<file path="config.mk">
export PLATFORM = sky130hd
export DESIGN_NAME = stsi_key_sort
export DESIGN_NICKNAME = d
export VERILOG_FILES = /design/src/rtl/stsi_pkg.sv /design/src/rtl/stsi_key_sort.sv
export SDC_FILE = /design/constraint.sdc
export NUM_CORES = 1
export LEC_CHECK = 0
export ABC_AREA = 1
export BUFFER_PORTS_ARGS = -buffer_cell sky130_fd_sc_hd__buf_2
export CORE_MARGIN = 4
export CORE_UTILIZATION = 49
export CTS_BUF_LIST = sky130_fd_sc_hd__clkbuf_8
export CTS_CLUSTER_SIZE = 28
export DETAILED_ROUTE_END_ITERATION = 8
export GPL_TIMING_DRIVEN = 1
export HOLD_SLACK_MARGIN = 0.12
export PLACE_DENSITY_LB_ADDON = 0.3
export SYNTH_ARGS = -nofsm -noshare
export SYNTH_HDL_FRONTEND = slang
export SYNTH_SLANG_ARGS = --single-unit
</file>
<file path="constraint.sdc">
create_clock -name clk -period 2.2 [get_ports clk]
set_input_delay 0.11 -clock clk [delete_from_list [all_inputs] [get_ports clk]]
set_output_delay 0.11 -clock clk [all_outputs]
set_load 0.02 [all_outputs]
</file>
<file path="src/rtl/stsi_pkg.sv">
// Shared types and constants for the sorted tuple set insert block.
package stsi_pkg;

  // Fixed port widths.
  localparam int IN_ELEM_W    = 16;
  localparam int NUM_IN_ELEMS = 4;
  localparam int OUT_CNT_W    = 9;
  localparam int CFG_IDX_W    = 1;
  localparam int CFG_DATA_W   = 3;

  // Width of the effective arity, which reaches at most seven.
  localparam int ARITY_W = 4;

  // Configuration register indexes.
  localparam logic [CFG_IDX_W-1:0] REG_SYMMETRIC = 1'b0;
  localparam logic [CFG_IDX_W-1:0] REG_ARITY     = 1'b1;

  localparam logic [CFG_DATA_W-1:0] ARITY_RESET = 3'd4;

  typedef enum logic [2:0] {
    ST_IDLE,
    ST_SORT,
    ST_CMP,
    ST_SEARCH,
    ST_FINISH
  } state_t;

  // Control broadcast to every table cell.
  typedef struct packed {
    logic cmp_en;
    logic shift_en;
  } cell_ctl_t;

  // Control for the key sorter.
  typedef struct packed {
    logic load;
    logic step;
    logic odd;
  } sort_ctl_t;

endpackage

</file>
<file path="src/rtl/stsi_key_sort.sv">
// Key register with an odd-even transposition sorter, one phase per cycle.
module stsi_key_sort #(
  parameter int MAX_ARITY = 4,
  parameter int ELEM_BITS = 16
) (
  input  logic                                 clk,
  input  stsi_pkg::sort_ctl_t                  ctl,
  input  logic [stsi_pkg::ARITY_W-1:0]         arity,
  input  logic [MAX_ARITY-1:0][ELEM_BITS-1:0]  in_key,
  output logic [MAX_ARITY-1:0][ELEM_BITS-1:0]  key
);

  logic [MAX_ARITY-1:0][ELEM_BITS-1:0] key_swapped;

  // Pairs of one parity are disjoint, so all of them exchange at once.
  // Elements at or beyond the arity stay out of the sort.
  always_comb begin
    key_swapped = key;
    for (int j = 0; j < MAX_ARITY - 1; j++) begin
      if ((j & 1) == int'(ctl.odd) && (j + 1) < int'(arity) && key[j] > key[j+1]) begin
        key_swapped[j]   = key[j+1];
        key_swapped[j+1] = key[j];
      end
    end
  end

  always_ff @(posedge clk) begin
    if (ctl.load) begin
      key <= in_key;
    end else if (ctl.step) begin
      key <= key_swapped;
    end
  end

endmodule

</file>
==> qor.csv, run 1 <==
metric,value,unit
outcome,finished clean,
max-cap viol count,0,
Final setup viols,0,
diode count,0,
DPL Wire Length,10100,microns
Initial DRT Pass Iterations,7,
share of total power in the clock network,0.173,
startpoint types,flop,
"Data required, critical path",2.29,ns
TritonCTS clock tree,done,
DR iter-0 viols,208,
"Primary FF master, synth",edfxtp_1,
largest family of logic cells by synthesized area,simple AND/OR/NAND/NOR gates,
CP dominant cell by count,nand2_1,
max reg flops,64,
initial core utilization,0.499,
share of layout cells above drive strength 1,0.259,
"Clk pin slew, worst setup/hold paths",0.07,ns
Seq pwr share,0.371,
Simple-Gate Fraction of Synth Area,0.280,
CP Cell Sequence,buf_4 > ha_1 > nand2_1 > nor2_2 > nand2_1 > o21a_1 > buf_4 > nand3_1 > nand2_1 > nand2_1 > nand2_1,
"Cell Area, Placed",5560,sq um
largest net degree at the start of global routing,81,
antenna-violating nets left,0,
"Clk Latency, worst-skew pair",0.35,ns
Overflow after GRT,0,
CTS Buf Count,9,
die area,11000,sq um
DRC,0,
worst clock skew,0.00853,ns
row count,35,
internal power,2.85,mW
Post-Syn Instances,582,
Sw Pwr,1.89,mW
"Avg Cell Area, Syn",7.89,sq um
Largest regs,key: 64 flops,
initial antenna violation count,0,
max-slew violations,0,
vias in the first global route,4876,
combinational share of power,0.456,
RSZ-0062 raised after global routing,true,
critical path data arrival time,2.22,ns
worst vdd ir,0.000391,V
crit share post-route,0.967,
Syn-to-layout area delta,41.1,%
"most common cell after layout, fill and taps aside",nand2_1,
GR Util All Layers,0.245,
IO buf count,135,
syn_nets,702,
CP max-delay cell,edfxtp_1,
CP Capture Type,flop,
Die Ht,105,microns
Synth Area in Compound Gates,0.0779,
fillcell total,761,
sequential area share after synthesis,0.419,
fin nets,928,
post-synth cell types,27,
Finished Cell Area,6480,sq um
P per Cell Area,732,nW/um^2
final wirelength,13400,microns
clk sinks,64,
vias per cell,5.16,
via count,4760,
first-pass GRT wire length,22000,microns
Total Power,4.74,mW
switching share of total power,0.399,
H-tree levels,3,
largest stage delay on the critical path,0.41,ns
Fmax,470,MHz
Longest Clk Path Bufs,2,
mapped cell area,4590,sq um
Largest Register,key,
crit path max fanout,9,
adder-cell share of the synthesized area,0.131,
Post-Synth XOR/XNOR Area,0,
Worst-Margin Slew,0.693,ns
LEAKAGE,3.35,nW
HP Class,primary input to flop,
area of the core,9200,sq um
Post-synth EDFFs,64,
Critical Setup Path Class,flop to flop,
async set-reset flop share out of synthesis,0,
boundary pin count,136,
Final Wtd Congestion,0.864,
"Warnings, synthesis",0,
"commonest non-fill, non-tap cells in the layout","nand2_1, buf_2, inv_1, nand3_1",
endpoints failing hold,0,
clock root buffer,clkbuf_8,
overall die width,105,microns
WL per Instance,14.6,microns
fin crit period,2.13,ns
slew margin rel.,0.538,
Synth Register Bits,64,
post-synthesis mux area share,0,
[cells in the mapped netlist (2+ instances only)]
master | instances | area, sq um
edfxtp_1 | 64 | 1920
nor2_1 | 14 | 52.6
nand2_1 | 210 | 788
nand3_1 | 69 | 345
a21o_1 | 2 | 15.0
ha_1 | 48 | 601
clkbuf_1 | 9 | 33.8
inv_1 | 73 | 274
o21ai_0 | 36 | 180
nand2_4 | 3 | 33.8
buf_2 | 5 | 25.0
buf_6 | 3 | 33.8
buf_4 | 7 | 52.6
o21a_1 | 2 | 15.0
nor2_2 | 4 | 25.0
nand4_1 | 2 | 12.5
a21oi_1 | 21 | 105
[metal layers]
metal	global-route usage	wire length, microns	vias to the layer above
met3	0.0451	824	25
met2	0.448	6940	163
met1	0.290	5390	2203
met5	0	0	-
met4	0.0787	277	0
li1	-	-	2369
[what timing repair did]
item / 4_1_cts / 5_1_grt
setup buffers: 0 / 9
hold buffers: 64 / 0
endpoints found under the setup margin: 0 / 111
hold endpoints to repair: 64 / 0
resized for setup: 0 / 16
[through the flow]
step                utilization  setup slack, ns  setup TNS, ns  hold WS, ns  instances
finish                    0.704           0.0722              0        0.377        922
global route              0.704          -0.0184        -0.0469        0.408        922
floorplan                     -           -0.116          -3.70        0.296        582
CTS                       0.690           0.0141              0        0.402        913
detailed placement        0.605           0.0447              0        0.385        835
global placement          0.605            0.130              0        0.385        835
[final timing paths]
kind / depth (start not counted) / from / end / slack, ns
setup / recovery: 11 / key[47] / key[32] / 0.07
hold / removal: 3 / ctl[1] / key[55] / 0.38
setup reg to reg: 11 / key[47] / key[32] / 0.07
hold reg to reg: 4 / key[0] / key[16] / 0.70
[critical path: cells and delay by family (launching register included)]
kind                     cells  cell delay [ns]
AND/OR/NAND/NOR              7             0.58
flip-flops                   1             0.41
buffers and inverters        2             0.36
adder cells (fa/ha/maj)      1             0.29
AO/OA/AOI/OAI                1             0.21
[layout make-up]
cell class | count | area (sq um) | area share
tap | 111 | 139 | 0.0214
multi-input combinational | 419 | 2320 | 0.358
sequential | 64 | 1920 | 0.297
clock inverter | 5 | 18.8 | 0.00290
timing repair buffer | 240 | 1680 | 0.259
clock buffer | 9 | 124 | 0.0191
inverter | 74 | 278 | 0.0429
[power by group through the flow]
stage / registers, mW / logic, mW / clock network, mW
2_1_floorplan: 1.99 / 1.05 / 0
3_3_place_gp: 1.78 / 1.89 / 0
3_5_place_dp: 1.79 / 1.96 / 0
4_1_cts: 1.76 / 2.06 / 0.820
5_1_grt: 1.79 / 2.41 / 0.856
6_report: 1.76 / 2.16 / 0.818
[cell families (layout without fill, tap and decap cells)]
logic type / after synthesis / after routing
flops: 64 / 64
compound gates: 65 / 65
buf+inv: 99 / 328
fa+ha+maj: 48 / 48
simple gates: 306 / 306
Note: power is estimated with default switching activity, not from simulation.
==> run 2: changes to the inputs <==
--- a/config.mk
+++ b/config.mk
@@ -15,6 +15,7 @@
 export GPL_TIMING_DRIVEN = 1
 export HOLD_SLACK_MARGIN = 0.12
 export PLACE_DENSITY_LB_ADDON = 0.3
+export REMOVE_ABC_BUFFERS = 1
 export SYNTH_ARGS = -nofsm -noshare
 export SYNTH_HDL_FRONTEND = slang
 export SYNTH_SLANG_ARGS = --single-unit
==> run 2 against run 1 <==
Effect of this change: global-route usage grew 0.089 points; largest power group unchanged; design area grew 3.6%; worst hold slack gained 0.039 ns; first-iteration DRC count grew 45%; highest routed layer unchanged.
==> qor.csv, run 2 (synthesis results as in run 1) <==
metric,value,unit,change
Syn-to-layout area delta,46.2,%,
max reg flops,64,,unchanged
share of layout cells above drive strength 1,0.286,,+0.0271
vias in the first global route,4777,,-2.0%
crit path max fanout,8,,-1
TritonCTS clock tree,done,,
antenna-violating nets left,0,,unchanged
critical path data arrival time,2.26,ns,+0.04 ns
overall die width,105,microns,unchanged
CP Capture Type,flop,,
Largest regs,key: 64 flops,,
first-pass GRT wire length,22000,microns,+0.35%
initial antenna violation count,0,,unchanged
DR iter-0 viols,302,,+45%
clock root buffer,clkbuf_8,,
IO buf count,135,,unchanged
DRC,0,,unchanged
crit share post-route,0.994,,+0.0272
Worst-Margin Slew,0.737,ns,+0.0431 ns
CP max-delay cell,edfxtp_1,,
clk sinks,64,,unchanged
fin nets,940,,+1.3%
vias per cell,5.20,,+0.74%
row count,35,,unchanged
Fmax,457,MHz,-2.7%
die area,11000,sq um,unchanged
Die Ht,105,microns,unchanged
Final setup viols,0,,unchanged
"Clk pin slew, worst setup/hold paths",0.07,ns,about the same
largest net degree at the start of global routing,81,,unchanged
P per Cell Area,750,nW/um^2,+2.5%
startpoint types,flop,,
Worst Slack Setup Final,0.0123,ns,-0.0598 ns
setup tns final,0,ns,unchanged
max-cap viol count,0,,unchanged
Final Wtd Congestion,0.864,,about the same
H-tree levels,3,,unchanged
Overflow after GRT,0,,unchanged
fin crit period,2.19,ns,+0.0598 ns
HP Class,primary input to flop,,
initial core utilization,0.499,,unchanged
Longest Clk Path Bufs,2,,unchanged
worst vdd ir,0.000454,V,+16%
outcome,finished clean,,
via count,4868,,+2.3%
Initial DRT Pass Iterations,5,,-2
"commonest non-fill, non-tap cells in the layout","nand2_1, buf_2, inv_1, nand3_1",,
WL per Instance,15.6,microns,+7.1%
Largest Register,key,,
slew margin rel.,0.509,,-0.0287
DPL Wire Length,9890,microns,-1.9%
Post-Place Setup Slack,0.0390,ns,-0.00571 ns
endpoints failing hold,0,,unchanged
boundary pin count,136,,unchanged
"Clk Latency, worst-skew pair",0.35,ns,about the same
"Data required, critical path",2.27,ns,-0.02 ns
fillcell total,722,,-5.1%
final wirelength,14600,microns,+8.8%
area of the core,9200,sq um,unchanged
GR Util All Layers,0.246,,+0.000887
"most common cell after layout, fill and taps aside",nand2_1,,
diode count,0,,unchanged
max-slew violations,0,,unchanged
CP Cell Sequence,inv_1 > ha_1 > nand2_2 > nor2_4 > and2_4 > a31oi_4 > o211ai_1 > nand3_2 > clkbuf_16,,
worst clock skew,0.00795,ns,-0.000583 ns
CTS Buf Count,9,,unchanged
largest stage delay on the critical path,0.44,ns,+0.03 ns
RSZ-0062 raised after global routing,true,,
Critical Setup Path Class,flop to flop,,
LEAKAGE,3.44,nW,+2.6%
run 2: cell count changes in the layout (fill, tap and decap cells not counted), moves of 3 or more:
cell / previous run / this run
buf_4: 36 / 41
buf_6: 1 / 6
inv_1: 72 / 67
ha_1: 46 / 42
ha_4: 2 / 6
nand2_1: 208 / 204
clkinv_2: 0 / 3
inv_2: 3 / 6
run 2: final timing paths:
kind | from | slack (ns) | to | cells past startpoint
min | ctl[1] | 0.42 | key[45] | 4
min reg2reg | key[1] | 0.70 | key[17] | 4
max | key[44] | 0.01 | key[41] | 9
max reg2reg | key[44] | 0.01 | key[41] | 9
run 2: critical path, delay by kind of cell (launching register included):
| family | cells | cell delay, ns |
|---|---|---|
| simple gates | 4 | 0.48 |
| fa+ha+maj | 1 | 0.26 |
| buf+inv | 2 | 0.33 |
| compound gates | 2 | 0.39 |
| flops | 1 | 0.44 |
run 2: report_power, final:
group	switching [mW]	internal (mW)	total [mW]
Sequential	0.205	1.60	1.80
Combinational	1.36	1.01	2.37
Clock	0.475	0.387	0.862
run 2: what timing repair did:
item | in CTS | in global routing
endpoints found under the hold margin | 64 | 0
endpoints found under the setup margin | 0 | 96
resized for setup | 0 | 41
hold buffers | 64 | 0
setup buffers | 0 | 34
run 2: per-layer routing:
layer | part of all wire | global-route usage
met5 | 0 | 0
met4 | 0.014 | 0.0665
met3 | 0.076 | 0.0513
met2 | 0.51 | 0.446
met1 | 0.40 | 0.295
run 2: metrics by stage:
stage | area, sq um | power (mW) | utilization | hold slack [ns] | cells
after floorplan | 4440 | 2.95 | - | 0.291 | 557
after global placement | 5420 | 3.58 | 0.590 | 0.383 | 820
after detailed placement | 5420 | 3.67 | 0.590 | 0.385 | 820
after CTS | 6220 | 4.62 | 0.676 | 0.404 | 900
after global routing | 6710 | 5.36 | 0.730 | 0.426 | 936
final | 6710 | 5.04 | 0.730 | 0.416 | 936
run 2: area by class of cell:
class | count | area (sq um) | share of cell area
Multi-Input combinational cell | 419 | 2400 | 0.357
Sequential cell | 64 | 1920 | 0.286
Timing Repair Buffer | 252 | 1820 | 0.271
Inverter | 74 | 280 | 0.0417
Tap cell | 111 | 139 | 0.0207
Clock buffer | 9 | 124 | 0.0184
Clock inverter | 7 | 30.0 | 0.00447
