`src/rtl/stsi_pkg.sv`:
```
// Shared types and constants for the sorted tuple set insert block.
package stsi_pkg;

  // Fixed port widths.
  localparam int IN_ELEM_W    = 16;
  localparam int NUM_IN_ELEMS = 4;
  localparam int OUT_CNT_W    = 9;
  localparam int CFG_IDX_W    = 1;
  localparam int CFG_DATA_W   = 3;

  // Width of the effective arity, which reaches at most seven.
  localparam int ARITY_W = 4;

  // Configuration register indexes.
  localparam logic [CFG_IDX_W-1:0] REG_SYMMETRIC = 1'b0;
  localparam logic [CFG_IDX_W-1:0] REG_ARITY     = 1'b1;

  localparam logic [CFG_DATA_W-1:0] ARITY_RESET = 3'd4;

  typedef enum logic [2:0] {
    ST_IDLE,
    ST_SORT,
    ST_CMP,
    ST_SEARCH,
    ST_FINISH
  } state_t;

  // Control broadcast to every table cell.
  typedef struct packed {
    logic cmp_en;
    logic shift_en;
  } cell_ctl_t;

  // Control for the key sorter.
  typedef struct packed {
    logic load;
    logic step;
    logic odd;
  } sort_ctl_t;

endpackage

```
`src/rtl/stsi_cell.sv`:
```
// One table cell: holds one stored tuple, compares it with the key, shifts on insert.
module stsi_cell #(
  parameter int MAX_ARITY = 4,
  parameter int ELEM_BITS = 16,
  parameter int CW        = 9,
  parameter int IDX       = 0
) (
  input  logic                                 clk,
  input  stsi_pkg::cell_ctl_t                  ctl,
  input  logic [CW-1:0]                        pos,
  input  logic [stsi_pkg::ARITY_W-1:0]         arity,
  input  logic [MAX_ARITY-1:0][ELEM_BITS-1:0]  key,
  input  logic [MAX_ARITY-1:0][ELEM_BITS-1:0]  prev_entry,
  output logic [MAX_ARITY-1:0][ELEM_BITS-1:0]  entry,
  output logic                                 key_gt,
  output logic                                 key_lt
);

  logic key_gt_c;
  logic key_lt_c;

  // The lowest differing element within the arity decides the order.
  always_comb begin
    key_gt_c = 1'b0;
    key_lt_c = 1'b0;
    for (int k = MAX_ARITY - 1; k >= 0; k--) begin
      if (k < int'(arity) && key[k] != entry[k]) begin
        key_gt_c = key[k] > entry[k];
        key_lt_c = key[k] < entry[k];
      end
    end
  end

  always_ff @(posedge clk) begin
    if (ctl.shift_en) begin
      if (CW'(IDX) > pos) begin
        entry <= prev_entry;
      end else if (CW'(IDX) == pos) begin
        entry <= key;
      end
    end
    if (ctl.cmp_en) begin
      key_gt <= key_gt_c;
      key_lt <= key_lt_c;
    end
  end

endmodule

```
`config.mk`:
```
export PLATFORM = sky130hd
export DESIGN_NAME = stsi_cell
export DESIGN_NICKNAME = d
export VERILOG_FILES = /design/src/rtl/stsi_pkg.sv /design/src/rtl/stsi_cell.sv
export SDC_FILE = /design/constraint.sdc
export NUM_CORES = 1
export LEC_CHECK = 0
export BUFFER_PORTS_ARGS = -buffer_cell sky130_fd_sc_hd__buf_2
export CAP_MARGIN = 0
export CORE_UTILIZATION = 40
export CTS_BUF_LIST = sky130_fd_sc_hd__clkbuf_8
export DETAILED_ROUTE_END_ITERATION = 10
export PLACE_DENSITY = 0.69
export SLEW_MARGIN = 0
export SYNTH_ARGS = -nofsm -noshare
export SYNTH_HDL_FRONTEND = slang
export SYNTH_SLANG_ARGS = --single-unit
```
`constraint.sdc`:
```
create_clock -name clk -period 9 [get_ports clk]
set_clock_uncertainty 0.2 [all_clocks]
set_input_delay 2.7 -clock clk [delete_from_list [all_inputs] [get_ports clk]]
set_output_delay 2.7 -clock clk [all_outputs]
set_load 0.02 [all_outputs]
```
==> summary.md, run 1 <==
| Metric | Value |
|---|---|
| Outcome | finished clean |
| Worst-Margin Slew | 0.8095 ns |
| # Max-Cap Violations | 0 |
| Seq/Total Area, Yosys | 0.5009 |
| Worst Reg-to-Reg Cells | 8 |
| Fmax | about 0.22 GHz |
| Worst slack, placed | a little under 4 ns |
| Placed cells | 586 |
| Worst IR Drop VDD | ~0.077 mV |
| Post-cts hold buffer count | 0 |
| Die Y | 101.5 um |
| Post-DRT Antenna Nets | 0 |
| Area of the mapped netlist | 3956 um^2 |
| Synth Area per Inst | 10.55 um^2 |
| Vias in the first global route | 2909 |
| Lkg Pwr | 2.337 nW |
| Predominant post-synthesis flop cell | edfxtp_1 |
| Clock Pin Slew Worst Setup and Hold Paths | around 0.07 ns |
| Via count | 2903 |
| Req. time, crit path | 8.79 ns |
| Critical path peak fanout | 33 |
| Final worst slack | 4.350 ns |
| Worst Hold Depth | 5 |
| WL per Instance | 13.61 um |
| Syn_nets | 583 |
| Number of synthesized flops with an enable pin | 66 |
| Routed wire length | 8.196 mm |
| # diodes | 0 |
| PwrDens | 132.3 nW/um^2 |
| Endpoints failing hold | 0 |
| Area grow syn2layout | 21.22% |
| Drt pass-1 iters | 4 |
| Clk Latency, worst-skew pair | 0.34 ns |
| Tcrit/Tclk final | 0.5166 |
| Clock sinks | 66 |
| Antenna violations before repair | 0 |
| Port Buffers | 145 |
| TritonCTS clock tree | built |
| Slew Limit Fails | 0 |
| Type of the worst min-delay path | reg2reg |
| I/O pins | 210 |
| Layout cells sized above 1 | 0.3531 |
| Root Driver | clkbuf_8 |
| Starting Density | 0.4202 |
| RSZ-0062 raised after global routing | no |
| Warnings, synthesis | 0 |
| Yosys reg bits | 66 |
| Largest net degree at the start of global routing | 34 |
| DRT iter0 DRCs | 30 |
| Via density | between 4 and 5 |
| Startpoint Class | input pin |
| Mapped Cells | 375 |
| Slew margin rel. | 0.4603 |
| Die ar. | roughly 10000 um^2 |
| Min Tclk post-route | 4.650 ns |
| Post-CTS Resized | 0 |
| Core area | 9415 um^2 |
| Final setup viols | 0 |
| Routability cong. | about 0.8 |
| Post-synthesis cell type count | 34 |
| Num CTS Buffers | 9 |
| GRT Overall Usage | 0.1646 |
| Clock tree buffer depth | 2 |
| Fin cells | 602 |
| Setup TNS | 0 ns |
| Crit. End Element | register |
| Grt ovf | 0 |
| Die span in x | 101.5 um |
| Final HPWL DP | 6.691 mm |
| Crit path DAT | 4.44 ns |
| Global-route wire length before repair | 12.88 mm |
| Site Rows | 35 |
| DRC | 0 |
| Setup Crit Path Kind | in2reg |
| Share of synthesized registers carrying an async set or reset | 0 |
| Post-CTS setup buffer count | 0 |
| Layout net count | 676 |
| H-Tree Level Count | 3 |
## routing by layer
layer,routed length [um],up-vias,GRT usage
met3,677,10,0.06073
met4,108,0,0.05463
li1,-,1446,-
met2,3764,120,0.2695
met5,0,-,0
met1,3645,1327,0.2010
## critical path, stage by stage
cell and delay [ns]:
buf_2 0.09, nor4_1 0.27, and4b_2 0.82, buf_4 0.53
## state kept, by name, indices dropped and copies added, names as in the netlist
name / flops
entry: 64
key_gt: 1
key_lt: 1
## Yosys cell counts, types with 4 or more instances
master	number	share of area
edfxtp_1	66	0.50
nand3_1	6	0.0076
clkbuf_1	64	0.061
a21oi_1	21	0.027
nand4_1	11	0.017
o21ai_0	11	0.014
nand2_1	9	0.0085
a211oi_1	4	0.0076
nor2_1	9	0.0085
nor4_1	6	0.0095
a21o_1	7	0.013
ha_1	64	0.20
inv_1	68	0.065
## cells by family (layout without fill, tap and decap cells)
family / Yosys count / in the layout / share of synthesized area
compound gates: 59 / 59 / 0.09424
fa+ha+maj: 64 / 64 / 0.2024
buf+inv: 132 / 230 / 0.1252
flops: 66 / 66 / 0.5009
simple gates: 54 / 54 / 0.07717
## layout make-up
type | instances | area (um^2)
Multi-Input combinational cell | 177 | 1480
Clock buffer | 9 | 123.9
Tap cell | 129 | 161.4
Fill cell | 891 | 4619
Sequential cell | 66 | 1982
Inverter | 68 | 255.2
Clock inverter | 7 | 60.06
Timing Repair Buffer | 146 | 733.2
## final timing paths
kind,endpoint,startpoint,slack [ns]
worst min-delay path,key_gt,entry[15],0.77
worst min register to register,key_gt,entry[15],0.77
worst max-delay path,entry[19],pos[8],4.35
worst max register to register,key_lt,entry[43],6.54
## cells in the final DEF, fill, tap and decap left out, types with 4 or more instances in the layout
| cell type | instances |
|---|---|
| nand4_1 | 11 |
| a21o_1 | 7 |
| o21ai_0 | 11 |
| edfxtp_1 | 66 |
| a211oi_1 | 4 |
| nand3_1 | 6 |
| ha_1 | 64 |
| nor4_1 | 6 |
| buf_2 | 145 |
| nor2_1 | 9 |
| clkbuf_8 | 9 |
| inv_1 | 68 |
| a21oi_1 | 21 |
| nand2_1 | 9 |
## where the power goes
group          switching (mW)  internal [mW]  total [mW]
clock                   0.113          0.125       0.238
combinational          0.0295         0.0280      0.0574
sequential           0.000305          0.339       0.339
## metrics by stage
| stage | total power, mW | util | hold slack, ns | cell area, um^2 |
|---|---|---|---|---|
| floorplan | 0.3813 | - | 0.8143 | 3956 |
| global placement | 0.4009 | 0.4898 | 0.7597 | 4612 |
| detailed placement | 0.4037 | 0.4898 | 0.7437 | 4612 |
| CTS | 0.6422 | 0.5094 | 0.7730 | 4796 |
| global route | 0.6654 | 0.5094 | 0.8645 | 4796 |
| finish | 0.6347 | 0.5094 | 0.7725 | 4796 |
Power figures use the tool's default switching activity.
==> run 2: changes to the inputs <==
--- a/config.mk
+++ b/config.mk
@@ -5,6 +5,7 @@
 export SDC_FILE = /design/constraint.sdc
 export NUM_CORES = 1
 export LEC_CHECK = 0
+export ABC_AREA = 1
 export BUFFER_PORTS_ARGS = -buffer_cell sky130_fd_sc_hd__buf_2
 export CAP_MARGIN = 0
 export CORE_UTILIZATION = 40
==> constraint.sdc (replaced) <==
create_clock -name clk -period 4.33 [get_ports clk]
set_clock_uncertainty 0.2 [all_clocks]
set_input_delay 1.299 -clock clk [delete_from_list [all_inputs] [get_ports clk]]
set_output_delay 1.299 -clock clk [all_outputs]
set_load 0.02 [all_outputs]
==> run 2 against run 1 <==
Via count rose by 2.3%. First-iteration DRC count rose by 33%. Global-route usage fell by 1.4 points. Critical path type unchanged. Hold slack got worse by 0.035 ns. Critical path depth did not move. Critical endpoint is now entry[37]. Clock-buffer cell count did not move. Register-to-register slack got worse by 4.2 ns. Final cell count rose by 11%. Largest cell class unchanged.
==> summary.md, run 2 <==
| Metric | Value |
|---|---|
| M1 GR Usage | 0.1865 (was 0.2010) |
| Clk pwr share | 0.365 (was 0.375) |
| Placed Area | 4762 um^2 (was 4612 um^2) |
| Warnings, synthesis | 0 (unchanged) |
| Largest cells by area after synthesis | edfxtp_1 (49%), ha_1 (20%), inv_1 (7.8%), clkbuf_1 (5.9%), nand2_1 (5.6%) (was edfxtp_1 (50%), ha_1 (20%), inv_1 (6.5%), clkbuf_1 (6.1%), a21oi_1 (2.7%)) |
| CP peak stage delay | 0.53 ns (was 0.82 ns) |
| Port Buffers | 145 (unchanged) |
| # Max-Cap Violations | 0 (unchanged) |
| Share of synthesized registers carrying an async set or reset | 0 (unchanged) |
| H-Tree Level Count | 3 (unchanged) |
| Synth Area in Compound Gates | 0.06231 (was 0.09424) |
| Critical path buffers and inverters | 2 (unchanged) |
| Yosys reg bits | 66 (unchanged) |
| Post-DRT Antenna Nets | 0 (unchanged) |
| Grt ovf | 0 (unchanged) |
| Synth Area in Adders | 0.1964 (was 0.2024) |
| Clk Latency, worst-skew pair | 0.34 ns (about the same) |
| Worst slack, placed | 1.197 ns (was 3.945 ns) |
| GRT Overall Usage | 0.1506 (was 0.1646) |
| Met3 usage | 0.03932 (was 0.06073) |
| Num CTS Buffers | 9 (unchanged) |
| Largest net degree at the start of global routing | 35 (was 34) |
| Count leader, synth | inv_1 (unchanged) |
| Number of synthesized flops with an enable pin | 66 (unchanged) |
| Layout cells sized above 1 | 0.3302 (was 0.3531) |
| Post-CTS Resized | 0 (unchanged) |
| Syn_nets | 643 (was 583) |
| Synth Area per Inst | 9.371 um^2 (was 10.55 um^2) |
| Routability cong. | 0.7126 (was 0.7998) |
| Max reg flops | 64 (unchanged) |
| Top flop regs | entry x64, key_gt x1, key_lt x1 (unchanged) |
| Crit-path cells | buf_2 > or4_4 > nor4_4 > buf_4 (was buf_2 > nor4_1 > and4b_2 > buf_4) |
| Post-CTS setup buffer count | 0 (unchanged) |
| Cell taking the most area after synthesis | edfxtp_1 (unchanged) |
| Most frequent cells in the layout | buf_2 (145), inv_1 (87), edfxtp_1 (66), ha_1 (64), nand2_1 (61) (was buf_2 (145), inv_1 (68), edfxtp_1 (66), ha_1 (64), a21oi_1 (21)) |
| Multiplexer share of the synthesized area | 0 (unchanged) |
| Commonest non-fill, non-tap cell in the layout | buf_2 (unchanged) |
| Grt peak-use layer | met2 (unchanged) |
| DRT iter0 DRCs | 40 (was 30) |
| RSZ-0062 raised after global routing | no (unchanged) |
| Min Tclk post-route | 2.770 ns |
| Design Area, Final | 4937 um^2 (was 4796 um^2) |
| Antenna violations before repair | 0 (unchanged) |
| Area of the mapped netlist | 4076 um^2 (was 3956 um^2) |
| Vias in the first global route | 2872 (was 2909) |
| Lkg Pwr | 2.542 nW (was 2.337 nW) |
| Combinational fraction of design power | 0.096 (was 0.091) |
| Critical path peak fanout | 34 (was 33) |
| Via count | 2970 (was 2903) |
| Yosys top cell area share | 0.4862 (was 0.5009) |
| Mapped Cells | 435 (was 375) |
| Die ar. | 10600 um^2 (was 10290 um^2) |
| Outcome | finished clean (unchanged) |
| Fill count | 943 (was 891) |
| Crit. End Element | register (unchanged) |
| Predominant post-synthesis flop cell | edfxtp_1 (unchanged) |
| Post-cts hold buffer count | 0 (unchanged) |
| Clock Pin Slew Worst Setup and Hold Paths | 0.07 ns (about the same) |
| Die span in x | 103.0 um (was 101.5 um) |
| I/O pins | 210 (unchanged) |
| Site Rows | 36 (was 35) |
| Setup Crit Path Kind | in2reg (unchanged) |
| Core area | 9819 um^2 (was 9415 um^2) |
| Met2 usage | 0.2421 (was 0.2695) |
| Drt pass-1 iters | 4 (unchanged) |
| Global-route wire length before repair | 12.21 mm (was 12.88 mm) |
| TritonCTS clock tree | built (unchanged) |
| Startpoint Class | input pin (unchanged) |
| Worst-Margin Slew | 0.4617 ns (was 0.8095 ns) |
| Main combinational cell family by area after synthesis | adder cells (unchanged) |
| Die Y | 103.0 um (was 101.5 um) |
| Reg2reg setup slack | 2.35 ns (was 6.54 ns) |
| Clock tree buffer depth | 2 (unchanged) |
| Via density | 4.459 (was 4.822) |
| # diodes | 0 (unchanged) |
| Post-Synth Simple-Gate Area | 0.1160 (was 0.07717) |
| Slew margin rel. | 0.6922 (was 0.4603) |
| Final HPWL DP | 6.311 mm (was 6.691 mm) |
| Pint | 1.019 mW (was 0.4914 mW) |
| Sequential power share | 0.539 (was 0.534) |
| Tcrit/Tclk final | 0.6398 |
| Endpoints failing hold | 0 (unchanged) |
| Top Family by Delay on Critical Path | simple AND/OR/NAND/NOR gates (unchanged) |
| WL per Instance | 11.60 um (was 13.61 um) |
| Crit path DAT | 2.55 ns (was 4.44 ns) |
| Post-synthesis cell type count | 22 (was 34) |
| Area grow syn2layout | 21.12% (was 21.22%) |
| Slowest stage cell, crit path | or4_4 (was and4b_2) |
| Fmax | 0.3610 GHz |
| Setup TNS | 0 ns (unchanged) |
| Final worst slack | 1.560 ns (was 4.350 ns) |
| Xor and xnor fraction of the mapped netlist area | 0 (unchanged) |
| Psw | 0.2900 mW (was 0.1432 mW) |
| Synth cell count leaders | inv_1 (85), edfxtp_1 (66), clkbuf_1 (64), ha_1 (64), nand2_1 (61) (was inv_1 (68), edfxtp_1 (66), clkbuf_1 (64), ha_1 (64), a21oi_1 (21)) |
| Routed wire length | 7.724 mm (was 8.196 mm) |
| Switching share of total power | 0.2216 (was 0.2257) |
| Starting Density | 0.4151 (was 0.4202) |
| PwrDens | 265.1 nW/um^2 (was 132.3 nW/um^2) |
| Clock sinks | 66 (unchanged) |
| Top reg by flops | entry (unchanged) |
| Worst IR Drop VDD | 0.1268 mV (was 0.07651 mV) |
| Layout net count | 737 (was 676) |
| Root Driver | clkbuf_8 (unchanged) |
| Slew Limit Fails | 0 (unchanged) |
| Final setup viols | 0 (unchanged) |
| Seq/Total Area, Yosys | 0.4862 (was 0.5009) |
| Req. time, crit path | 4.11 ns (was 8.79 ns) |
| DRC | 0 (unchanged) |
| Type of the worst min-delay path | reg2reg (unchanged) |
run 2: cell types whose count changed after synthesis, moves of 4 or more:
| cell | delta |
|---|---|
| nand4_1 | -6 |
| nand2_1 | +52 |
| a21oi_1 | +11 |
| a211oi_1 | -4 |
| nand2_2 | +6 |
| nor2_1 | +9 |
| a21o_1 | -6 |
| nor4_1 | -5 |
| inv_1 | +17 |
run 2: power groups by stage:
stage               Clock, mW  Sequential, mW  Combinational, mW
floorplan                   0           0.722             0.0786
global placement            0           0.719              0.122
detailed placement          0           0.719              0.127
CTS                     0.501           0.705              0.127
global route            0.520           0.705              0.148
finish                  0.478           0.705              0.125
run 2: metrics by stage:
stage,hold WS (ns),utilization,std cells,power (mW)
floorplan,0.7802,-,435,0.8006
global placement,0.7165,0.4850,651,0.8412
detailed placement,0.7247,0.4850,651,0.8457
CTS,0.7424,0.5028,666,1.333
global route,0.8028,0.5028,666,1.373
finish,0.7371,0.5028,666,1.309
run 2: area by class of cell:
cell class                 count  area [um^2]  area share
sequential                    66         1982      0.4014
inverter                      87        326.6     0.06614
multi-input combinational    218         1546      0.3132
timing repair buffer         147        740.7      0.1500
tap                          133        166.4     0.03371
clock buffer                   9        123.9     0.02509
clock inverter                 6        51.30     0.01039
run 2: logic make-up (layout without fill, tap and decap cells):
family / after synthesis / after routing
buffers and inverters: 151 / 249
and+or+nand+nor: 107 / 107
DFF: 66 / 66
adders and majority gates: 64 / 64
AOI/OAI and AO/OA: 47 / 47
run 2: worst min-delay path, delay by kind of cell, from the launching register on:
| kind | cells | cell delay (ns) |
|---|---|---|
| simple gates | 3 | 0.29 |
| fa+ha+maj | 1 | 0.13 |
| flops | 1 | 0.36 |
run 2: routing by layer:
| layer | part of all wire | vias up | wire length (um) |
|---|---|---|---|
| li1 | - | 1560 | - |
| met3 | 0.069 | 10 | 532 |
| met4 | 0.018 | 0 | 142 |
| met2 | 0.46 | 88 | 3523 |
| met5 | 0 | - | 0 |
| met1 | 0.46 | 1312 | 3525 |
run 2: final timing paths:
| kind | from | endpoint | cells past startpoint |
|---|---|---|---|
| min reg2reg | entry[0] | key_gt | 4 |
| max | pos[3] | entry[37] | 4 |
| max reg2reg | entry[63] | key_lt | 13 |
| min | entry[0] | key_gt | 4 |
